## config.mk

```make
export PLATFORM = sky130hd
export DESIGN_NAME = dive_depth_schedule_twist_top
export DESIGN_NICKNAME = d
export VERILOG_FILES = /design/src/dds_pkg.sv /design/src/dds_mul.sv /design/src/dds_seq.sv /design/src/dive_depth_schedule_twist_top.sv
export SDC_FILE = /design/constraint.sdc
export NUM_CORES = 2
export LEC_CHECK = 0
export ABC_AREA = 1
export BUFFER_PORTS_ARGS = -buffer_cell sky130_fd_sc_hd__buf_2
export CORE_AREA = 2 2 396 398
export CTS_CLUSTER_SIZE = 30
export DETAILED_ROUTE_END_ITERATION = 10
export DIE_AREA = 0 0 398 400
export GPL_TIMING_DRIVEN = 0
export SETUP_SLACK_MARGIN = 0.5
export SYNTH_ARGS = -nofsm -noshare
export SYNTH_HDL_FRONTEND = slang
export SYNTH_SLANG_ARGS = --single-unit
export TNS_END_PERCENT = 100
```

## constraint.sdc

```tcl
create_clock -name clk -period 18.4 [get_ports clk]
set_clock_uncertainty 0.2 [all_clocks]
set_input_delay 3.68 -clock clk [delete_from_list [all_inputs] [get_ports clk]]
set_output_delay 3.68 -clock clk [all_outputs]
set_load 0.005 [all_outputs]
```

## src/dds_pkg.sv

```systemverilog
// shared types and constants for the dive depth schedule and twist block
// no dependencies; imported by every module of the block
`default_nettype none

package dds_pkg;

	localparam int DEF_FRAC_BITS = 16;
	localparam int GAIN_FRAC     = 8;
	localparam int ROT_FRAC      = 14;

	localparam int MUL_A_W = 33;
	localparam int MUL_B_W = 17;
	localparam int PROD_W  = MUL_A_W + MUL_B_W;

	localparam int CFG_IDX_W = 3;
	localparam int IN_W      = 240;
	localparam int OUT_W     = 104;

	localparam logic [CFG_IDX_W-1:0] CFG_TARGET_DEPTH  = 3'd0;
	localparam logic [CFG_IDX_W-1:0] CFG_SURFACE_DEPTH = 3'd1;
	localparam logic [CFG_IDX_W-1:0] CFG_DEPTH_HOLD    = 3'd2;
	localparam logic [CFG_IDX_W-1:0] CFG_SURFACE_HOLD  = 3'd3;
	localparam logic [CFG_IDX_W-1:0] CFG_MAX_VSPEED    = 3'd4;
	localparam logic [CFG_IDX_W-1:0] CFG_DEPTH_GAIN    = 3'd5;
	localparam logic [CFG_IDX_W-1:0] CFG_TICK_DURATION = 3'd6;

	localparam logic [31:0] TICK_RESET = 32'd6554;
	localparam logic [15:0] GAIN_RESET = 16'd256;

	typedef enum logic [1:0] {
		PH_DESCEND   = 2'd0,
		PH_HOLD_DEPTH = 2'd1,
		PH_ASCEND    = 2'd2,
		PH_HOLD_SURF = 2'd3
	} phase_t;

	typedef enum logic [2:0] {
		SQ_IDLE,
		SQ_SCHED,
		SQ_GAIN,
		SQ_SPEED,
		SQ_ROT,
		SQ_DRAIN,
		SQ_OUT
	} seq_state_t;

	typedef struct packed {
		logic       in_ready;
		logic       sched_en;
		logic       speed_en;
		logic       rot_issue;
		logic [1:0] row;
		logic [1:0] col;
		logic       out_load;
	} seq_ctrl_t;

endpackage

`default_nettype wire

```

## src/dds_mul.sv

```systemverilog
// shared signed multiplier with registered product
// depends on dds_pkg for operand and product widths
`default_nettype none

module dds_mul (
	input  wire logic                                clk,
	input  wire logic signed [dds_pkg::MUL_A_W-1:0]  a,
	input  wire logic signed [dds_pkg::MUL_B_W-1:0]  b,
	output logic signed [dds_pkg::PROD_W-1:0]        p_q
);
	import dds_pkg::*;

	// operands sign-extended to the product width so the full product is kept
	always_ff @(posedge clk) begin
		p_q <= PROD_W'(a) * PROD_W'(b);
	end

endmodule

`default_nettype wire

```

## src/dds_seq.sv

```systemverilog
// step sequencer: schedule, gain product, speed limit, nine rotation products
// depends on dds_pkg for the state enum and control struct
`default_nettype none

module dds_seq (
	input  wire logic          clk,
	input  wire logic          arst_n,
	input  wire logic          in_valid,
	input  wire logic          out_free,
	output dds_pkg::seq_ctrl_t ctrl
);
	import dds_pkg::*;

	seq_state_t state_q, state_d;
	logic [1:0] row_q, col_q;
	logic       last_term;

	assign last_term = (row_q == 2'd2) && (col_q == 2'd2);

	always_comb begin
		state_d = state_q;
		case (state_q)
			SQ_IDLE:  if (in_valid) state_d = SQ_SCHED;
			SQ_SCHED: state_d = SQ_GAIN;
			SQ_GAIN:  state_d = SQ_SPEED;
			SQ_SPEED: state_d = SQ_ROT;
			SQ_ROT:   if (last_term) state_d = SQ_DRAIN;
			SQ_DRAIN: state_d = SQ_OUT;
			SQ_OUT:   if (out_free) state_d = SQ_IDLE;
			default:  state_d = SQ_IDLE;
		endcase
	end

	always_comb begin
		ctrl           = '0;
		ctrl.row       = row_q;
		ctrl.col       = col_q;
		case (state_q)
			SQ_IDLE:  ctrl.in_ready  = 1'b1;
			SQ_SCHED: ctrl.sched_en  = 1'b1;
			SQ_SPEED: ctrl.speed_en  = 1'b1;
			SQ_ROT:   ctrl.rot_issue = 1'b1;
			SQ_OUT:   ctrl.out_load  = out_free;
			default:  ctrl.in_ready  = 1'b0;
		endcase
	end

	always_ff @(posedge clk or negedge arst_n) begin
		if (!arst_n) begin
			state_q <= SQ_IDLE;
			row_q   <= '0;
			col_q   <= '0;
		end else begin
			state_q <= state_d;
			if (state_q == SQ_ROT) begin
				if (row_q == 2'd2) begin
					row_q <= '0;
					col_q <= last_term ? 2'd0 : col_q + 2'd1;
				end else begin
					row_q <= row_q + 2'd1;
				end
			end
		end
	end

endmodule

`default_nettype wire

```

## src/dive_depth_schedule_twist_top.sv

```systemverilog
// dive depth schedule with world-to-body velocity rotation, top level
// depends on dds_pkg, dds_mul and dds_seq
//
// channel  dir  handshake          payload
// s_       in   s_tvalid/s_tready  s_tdata: depth, current_x, current_y, rot_00..rot_22
// m_       out  m_tvalid/m_tready  m_tdata: body_vx, body_vy, body_vz, dive_phase
// cfg_     in   cfg_valid/cfg_ready cfg_index, cfg_data (always ready)
//
// a word runs from acceptance to result through one schedule step, then ten
// products through the single shared multiplier (gain, nine rotation terms) and a drain
// step for the last accumulation; the next word is taken once the sequencer is idle
// a finished result waits in the output register while the next word is accepted
// asynchronous reset clears schedule state, sequencer, output valid and configuration registers to their defaults
`default_nettype none

module dive_depth_schedule_twist_top #(
	parameter int FRAC_BITS = dds_pkg::DEF_FRAC_BITS
) (
	input  wire logic                          clk,
	input  wire logic                          arst_n,
	// depth[31:0], current_x[63:32], current_y[95:64], rot_00..rot_22 16 bits each
	// from bit 96 up, row major
	input  wire logic [dds_pkg::IN_W-1:0]      s_tdata,
	input  wire logic                          s_tvalid,
	output logic                               s_tready,
	// body_vx[31:0], body_vy[63:32], body_vz[95:64], dive_phase[97:96], zero fill
	output logic [dds_pkg::OUT_W-1:0]          m_tdata,
	output logic                               m_tvalid,
	input  wire logic                          m_tready,
	input  wire logic                          cfg_valid,
	output logic                               cfg_ready,
	input  wire logic [dds_pkg::CFG_IDX_W-1:0] cfg_index,
	input  wire logic [31:0]                   cfg_data
);
	import dds_pkg::*;

	localparam logic [31:0] TARGET_RESET = 32'(10) << FRAC_BITS;
	localparam logic [31:0] HOLD_RESET   = 32'(10) << FRAC_BITS;
	localparam logic [30:0] VMAX_RESET   = 31'(1) << (FRAC_BITS - 1);

	// configuration registers
	logic signed [31:0] tgt_q, surf_q;
	logic [31:0]        dhold_q, shold_q, tick_q;
	logic [30:0]        vmax_q;
	logic [15:0]        gain_q;

	// schedule state
	phase_t      phase_q;
	logic [31:0] elapsed_q;

	// latched input word
	logic signed [31:0] depth_q, cx_q, cy_q;
	logic signed [15:0] rot_q [3][3];

	// working registers
	logic               moving_q, neg_q;
	logic [31:0]        err_q;
	logic signed [31:0] vz_q;
	logic signed [PROD_W-1:0] acc_q;
	logic signed [31:0] res_q [3];
	logic               acc_en_s1;
	logic [1:0]         row_s1, col_s1;

	seq_ctrl_t ctrl;
	logic      out_free;

	assign cfg_ready = 1'b1;
	assign s_tready  = ctrl.in_ready;
	assign out_free  = !m_tvalid || m_tready;

	dds_seq u_seq (
		.clk      (clk),
		.arst_n   (arst_n),
		.in_valid (s_tvalid),
		.out_free (out_free),
		.ctrl     (ctrl)
	);

	// configuration writes, unknown indexes ignored
	always_ff @(posedge clk or negedge arst_n) begin
		if (!arst_n) begin
			tgt_q   <= TARGET_RESET;
			surf_q  <= '0;
			dhold_q <= HOLD_RESET;
			shold_q <= HOLD_RESET;
			vmax_q  <= VMAX_RESET;
			gain_q  <= GAIN_RESET;
			tick_q  <= TICK_RESET;
		end else if (cfg_valid && cfg_ready) begin
			case (cfg_index)
				CFG_TARGET_DEPTH:  tgt_q   <= cfg_data;
				CFG_SURFACE_DEPTH: surf_q  <= cfg_data;
				CFG_DEPTH_HOLD:    dhold_q <= cfg_data;
				CFG_SURFACE_HOLD:  shold_q <= cfg_data;
				CFG_MAX_VSPEED:    vmax_q  <= cfg_data[30:0];
				CFG_DEPTH_GAIN:    gain_q  <= cfg_data[15:0];
				CFG_TICK_DURATION: tick_q  <= cfg_data;
				default:           ;
			endcase
		end
	end

	// input word capture
	always_ff @(posedge clk) begin
		if (s_tvalid && s_tready) begin
			depth_q <= s_tdata[31:0];
			cx_q    <= s_tdata[63:32];
			cy_q    <= s_tdata[95:64];
			for (int r = 0; r < 3; r++) begin
				for (int c = 0; c < 3; c++) begin
					rot_q[r][c] <= s_tdata[96 + 16*(3*r + c) +: 16];
				end
			end
		end
	end

	// schedule step
	logic [32:0] tick_sum;
	logic [31:0] elapsed_sat;
	logic [32:0] d_tgt, d_surf;
	logic        at_target, at_surface;

	assign tick_sum    = {1'b0, elapsed_q} + {1'b0, tick_q};
	assign elapsed_sat = tick_sum[32] ? '1 : tick_sum[31:0];
	assign d_tgt       = {tgt_q[31], tgt_q} - {depth_q[31], depth_q};
	assign d_surf      = {depth_q[31], depth_q} - {surf_q[31], surf_q};
	assign at_target   = depth_q >= tgt_q;
	assign at_surface  = depth_q <= surf_q;

	always_ff @(posedge clk or negedge arst_n) begin
		if (!arst_n) begin
			phase_q   <= PH_DESCEND;
			elapsed_q <= '0;
			moving_q  <= 1'b0;
			neg_q     <= 1'b0;
		end else if (ctrl.sched_en) begin
			moving_q <= 1'b0;
			neg_q    <= 1'b0;
			case (phase_q)
				PH_DESCEND: begin
					if (at_target) begin
						phase_q   <= PH_HOLD_DEPTH;
						elapsed_q <= '0;
					end else begin
						moving_q <= 1'b1;
					end
				end
				PH_HOLD_DEPTH: begin
					elapsed_q <= elapsed_sat;
					if (elapsed_sat >= dhold_q) phase_q <= PH_ASCEND;
				end
				PH_ASCEND: begin
					if (at_surface) begin
						phase_q   <= PH_HOLD_SURF;
						elapsed_q <= '0;
					end else begin
						moving_q <= 1'b1;
						neg_q    <= 1'b1;
					end
				end
				default: begin
					elapsed_q <= elapsed_sat;
					if (elapsed_sat >= shold_q) phase_q <= PH_DESCEND;
				end
			endcase
		end
	end

	// depth error, positive whenever the vehicle is moving
	always_ff @(posedge clk) begin
		if (ctrl.sched_en) begin
			err_q <= (phase_q == PH_ASCEND) ? d_surf[31:0] : d_tgt[31:0];
		end
	end

	// shared multiplier operands: gain product first, then the transposed rotation
	logic signed [MUL_A_W-1:0] mul_a;
	logic signed [MUL_B_W-1:0] mul_b;
	logic signed [31:0]        w_sel;
	logic signed [15:0]        r_sel;
	logic signed [PROD_W-1:0]  prod_q;

	always_comb begin
		case (ctrl.row)
			2'd0:    w_sel = cx_q;
			2'd1:    w_sel = cy_q;
			default: w_sel = vz_q;
		endcase
		// body_i takes column i of the matrix
		r_sel = rot_q[ctrl.row][ctrl.col];
		if (ctrl.rot_issue) begin
			mul_a = {w_sel[31], w_sel};
			mul_b = {r_sel[15], r_sel};
		end else begin
			mul_a = {1'b0, err_q};
			mul_b = {1'b0, gain_q};
		end
	end

	dds_mul u_mul (
		.clk (clk),
		.a   (mul_a),
		.b   (mul_b),
		.p_q (prod_q)
	);

	// speed command: truncating shift of the gain product, limited, signed by direction
	logic [PROD_W-GAIN_FRAC-1:0] p_sh;
	logic [30:0]                 mag;
	logic [31:0]                 vz_abs;

	assign p_sh   = prod_q[PROD_W-1:GAIN_FRAC];
	assign mag    = (p_sh > (PROD_W-GAIN_FRAC)'(vmax_q)) ? vmax_q : p_sh[30:0];
	assign vz_abs = vz_q[31] ? 32'(-vz_q) : vz_q;

	always_ff @(posedge clk) begin
		if (ctrl.speed_en) begin
			if (!moving_q)  vz_q <= '0;
			else if (neg_q) vz_q <= -$signed({1'b0, mag});
			else            vz_q <= $signed({1'b0, mag});
		end
	end

	// rotation accumulation, its enable and indices registered in step with the multiplier product
	always_ff @(posedge clk or negedge arst_n) begin
		if (!arst_n) begin
			acc_en_s1 <= 1'b0;
		end else begin
			acc_en_s1 <= ctrl.rot_issue;
		end
	end

	always_ff @(posedge clk) begin
		row_s1 <= ctrl.row;
		col_s1 <= ctrl.col;
	end

	logic signed [PROD_W-1:0]          acc_sum;
	logic signed [PROD_W-ROT_FRAC-1:0] q_fl;
	logic signed [31:0]                q_sat;

	assign acc_sum = ((row_s1 == 2'd0) ? '0 : acc_q) + prod_q;
	// arithmetic shift gives the floor of the quotient
	assign q_fl    = acc_sum[PROD_W-1:ROT_FRAC];

	always_comb begin
		if (q_fl[PROD_W-ROT_FRAC-1:31] == '0 || q_fl[PROD_W-ROT_FRAC-1:31] == '1) begin
			q_sat = q_fl[31:0];
		end else if (q_fl[PROD_W-ROT_FRAC-1]) begin
			q_sat = 32'sh8000_0000;
		end else begin
			q_sat = 32'sh7FFF_FFFF;
		end
	end

	always_ff @(posedge clk) begin
		if (acc_en_s1) begin
			acc_q <= acc_sum;
			if (row_s1 == 2'd2) res_q[col_s1] <= q_sat;
		end
	end

	// output register
	always_ff @(posedge clk or negedge arst_n) begin
		if (!arst_n) begin
			m_tvalid <= 1'b0;
		end else if (ctrl.out_load) begin
			m_tvalid <= 1'b1;
		end else if (m_tready) begin
			m_tvalid <= 1'b0;
		end
	end

	always_ff @(posedge clk) begin
		if (ctrl.out_load) begin
			m_tdata <= {6'b0, phase_q, res_q[2], res_q[1], res_q[0]};
		end
	end

	// phase moves only on the schedule step
	a_phase_quiet: assert property (@(posedge clk) disable iff (!arst_n)
		!ctrl.sched_en |=> $stable(phase_q))
		else $error("phase changed outside schedule step");

	// leaving descend starts the hold with a cleared timer
	a_hold_clear: assert property (@(posedge clk) disable iff (!arst_n)
		ctrl.sched_en && phase_q == PH_DESCEND |=>
		(phase_q == PH_DESCEND || elapsed_q == '0))
		else $error("elapsed time not cleared on entering depth hold");

	// no vertical command in the hold phases
	a_hold_still: assert property (@(posedge clk) disable iff (!arst_n)
		ctrl.sched_en && (phase_q == PH_HOLD_DEPTH || phase_q == PH_HOLD_SURF) |=>
		!moving_q)
		else $error("vertical command requested while holding");

	// speed command stays within the limit
	a_vz_limit: assert property (@(posedge clk) disable iff (!arst_n)
		ctrl.speed_en |=> vz_abs <= {1'b0, vmax_q})
		else $error("vertical speed exceeds limit");

	// the last rotation term is folded in before the result is loaded
	a_drain: assert property (@(posedge clk) disable iff (!arst_n)
		ctrl.out_load |-> !acc_en_s1)
		else $error("result loaded with accumulation pending");

endmodule

`default_nettype wire
```

==> results.sh <==
export IMPL_critPathLaunchType="register"
export IMPL_arrival_ns=10.59
export IMPL_critical_path_class="reg2reg"
export IMPL_via_per_inst=5.213
export IMPL_vias=49550
export IMPL_finalSetupViolations=0
export IMPL_syn_to_final_growth_pct=13.83
export IMPL_synth_top_area_frac=0.2668
export IMPL_core_rowCount=145
export IMPL_fmax_mhz=97.82
export IMPL_finalWorstSetupSlack_ns=8.177
export IMPL_ys_seq_elements=854
export IMPL_finalCritPeriodShare=0.5556
export IMPL_cts_resized=0
export IMPL_drtIter0Drc=4265
export IMPL_syn_inst=6831
export IMPL_postRouteAntennaNets=0
export IMPL_htree_levels=3
export IMPL_max_cap_violations=0
export IMPL_ys_warn_count=0
export IMPL_cts_root_buffer="clkbuf_16"
export IMPL_die_w_microns=398
export IMPL_synthFlopType="edfxtp_1"
export IMPL_violations="design-rule violations"
export IMPL_wire_per_inst_microns=21.94
export IMPL_io_pins=387
export IMPL_cts_buffers=98
export IMPL_hold_buffers=0
export IMPL_die_area_sq_um=159200
export IMPL_crit_fanout=10
export IMPL_syn_cell_area_sq_um=61670
export IMPL_synth_distinct_cells=63
export IMPL_yosys_top_cells_area="edfxtp_1 (27%), fa_1 (18%), dfrtp_1 (9.6%)"
export IMPL_synth_edf_count=548
export IMPL_die_h_microns=400
export IMPL_grt_pass1_wl_microns=311300
export IMPL_slew_headroom=0.01946
export IMPL_io_buffers=379
export IMPL_ys_seq_area_frac=0.3869
export IMPL_tightestPinTransition_ns=1.471
export IMPL_slew_viol_final=0
export IMPL_cts_sinks=854
export IMPL_yosys_area_top_type="edfxtp_1"
export IMPL_nNetsFinal=8523
export IMPL_drcViolationCount=2
export IMPL_netlist_top_cells_count="nand2_1 (1529), inv_1 (1181), nor2_1 (614)"
export IMPL_hold_class="reg2reg"
export IMPL_avgSynthCellArea_sq_um=9.028
export IMPL_post_dp_hpwl_microns=168800
export IMPL_start_util=0.3976
export IMPL_grt_overflow_total=0
export IMPL_grt_util_all_layers=0.2635
export IMPL_status="complete, but fails checks"
export IMPL_cts_tree="built"
export IMPL_end_kind="register"
export IMPL_cts_setup_buffers=0
export IMPL_reg2reg_slack_ns=8.18
export IMPL_grt_pass1_vias=49870
export IMPL_drt_wl_total_microns=208600
export IMPL_synth_most_common_cell="nand2_1"
export IMPL_grt_max_degree=107
export IMPL_async_reset_ff_frac=0.2951
export IMPL_cp_data_required_time_ns=18.77
export IMPL_clock_latency_ns=0.78
export IMPL_post_place_ws_ns=8.420
export IMPL_gp_congestion=0.9816
export IMPL_first_pass_iters=8
export IMPL_rsz0062_at_grt="no"
export IMPL_fin_crit_ns=10.22
export IMPL_clockBufferDepth=3
export IMPL_path_clk_slew_ns=0.06
export IMPL_drive_gt1_frac=0.09733
export IMPL_core_area_sq_um=155100
export IMPL_antenna_found_initial=26
export IMPL_hold_viol_final=0
worst max-delay path, cell delays in order (launching register included):
cell      delay (ns)
dfrtp_1         0.56
nor2_1          0.55
clkbuf_1        0.50
nand2_1         0.23
nand3_1         0.14
a221oi_1        0.14
nor2_1          1.02
inv_1           0.48
clkbuf_1        0.49
nor2_1          0.27
fa_1            0.47
inv_1           0.09
fa_1            0.44
fa_1            0.50
fa_1            0.56
inv_1           0.05
fa_1            0.47
inv_1           0.06
fa_1            0.51
inv_1           0.06
ha_1            0.36
nand2_1         0.17
o21ai_0         0.34
a21boi_0        0.27
o21ai_0         0.61
a21oi_1         0.17
xnor2_1         0.29
final timing paths:
check                      cells after the start             to      startpoint
setup / recovery                              26  u_mul.p_q[41]  u_seq.row_q[0]
hold / removal                                 0    m_tdata[11]    res_q[0][11]
setup reg to reg                              26  u_mul.p_q[41]  u_seq.row_q[0]
hold reg to reg                                0    m_tdata[11]    res_q[0][11]
max in group asynchronous                      2     vmax_q[19]          arst_n
min in group asynchronous                      1  elapsed_q[29]          arst_n
placed cells by master (no fill, tap or decap), types with 12 or more instances in the layout:
cell / synthesis / routed
inv_1: 1181 / 1181
buf_4: 13 / 15
dfxtp_1: 54 / 54
o21a_1: 22 / 22
xor2_1: 83 / 83
nand2_2: 14 / 14
buf_1: 12 / 12
dfstp_2: 15 / 15
o22ai_2: 16 / 18
ha_1: 360 / 360
nand4_1: 31 / 31
nand3_1: 205 / 205
nor3_1: 40 / 37
buf_2: 25 / 403
o21ai_0: 415 / 413
o21bai_1: 17 / 17
clkinv_1: 22 / 34
nor4_1: 17 / 17
xnor2_1: 50 / 50
edfxtp_1: 548 / 548
a31oi_1: 53 / 53
bufinv_16: 0 / 13
o22ai_1: 15 / 13
a21o_1: 24 / 24
diode_2: 0 / 20
nor2_1: 614 / 610
nand2_1: 1529 / 1529
fa_1: 541 / 541
o21ai_1: 16 / 18
a22o_1: 29 / 29
dfrtp_1: 237 / 236
clkbuf_1: 128 / 145
clkbuf_16: 0 / 98
clkinv_2: 0 / 14
or2_2: 23 / 23
a21oi_1: 369 / 369
per-layer routing:
| metal | up-vias | GRT usage | routed length, microns | part of all wire |
|---|---|---|---|---|
| li1 | 22860 | - | - | - |
| met1 | 24500 | 0.3499 | 87900 | 0.42 |
| met2 | 1815 | 0.4281 | 96780 | 0.46 |
| met3 | 375 | 0.04254 | 14750 | 0.071 |
| met4 | 0 | 0.1105 | 9172 | 0.044 |
| met5 | - | 0 | 0 | 0 |
final cells by class:
class	instances	area, sq um
clock buffer	116	2530
clock inverter	70	914.6
sequential	854	23860
buffer	182	797.0
inverter	1214	4557
multi-input combinational	4586	32530
tap	2058	2575
fill	15340	84920
antenna	20	50.05
timing repair buffer	406	2385
state kept, by name (all words and copies together) (netlist names), 50 cells and up:
name / count
m_tdata: 98
rot_q: 144
u_mul.p_q: 50
res_q: 96
acc_q: 50
logic make-up after synthesis:
group                    count (synthesis)  synth area share
AND/OR/NAND/NOR                       2510            0.1637
buffers and inverters                 1396           0.08681
AO/OA/AOI/OAI                         1033           0.09452
adder cells (fa/ha/maj)                901            0.2487
flip-flops                             854            0.3869
XOR/XNOR                               133           0.01889
other                                    2         0.0001218
multiplexers                             2         0.0003246
through the flow:
step	utilization	TNS (ns)	hold slack (ns)	instances	area [sq um]
floorplan	-	0	0.1630	6836	61690
global placement	0.4265	-179.17	0.2011	9273	66160
detailed placement	0.4300	0	0.2045	9300	66700
CTS	0.4522	0	0.1790	9486	70150
global route	0.4526	0	0.1958	9505	70200
finish	0.4526	0	0.1896	9506	70200
Power is not shown: default switching activity piles up to over one toggle a cycle in this logic, so the estimate is an artifact.
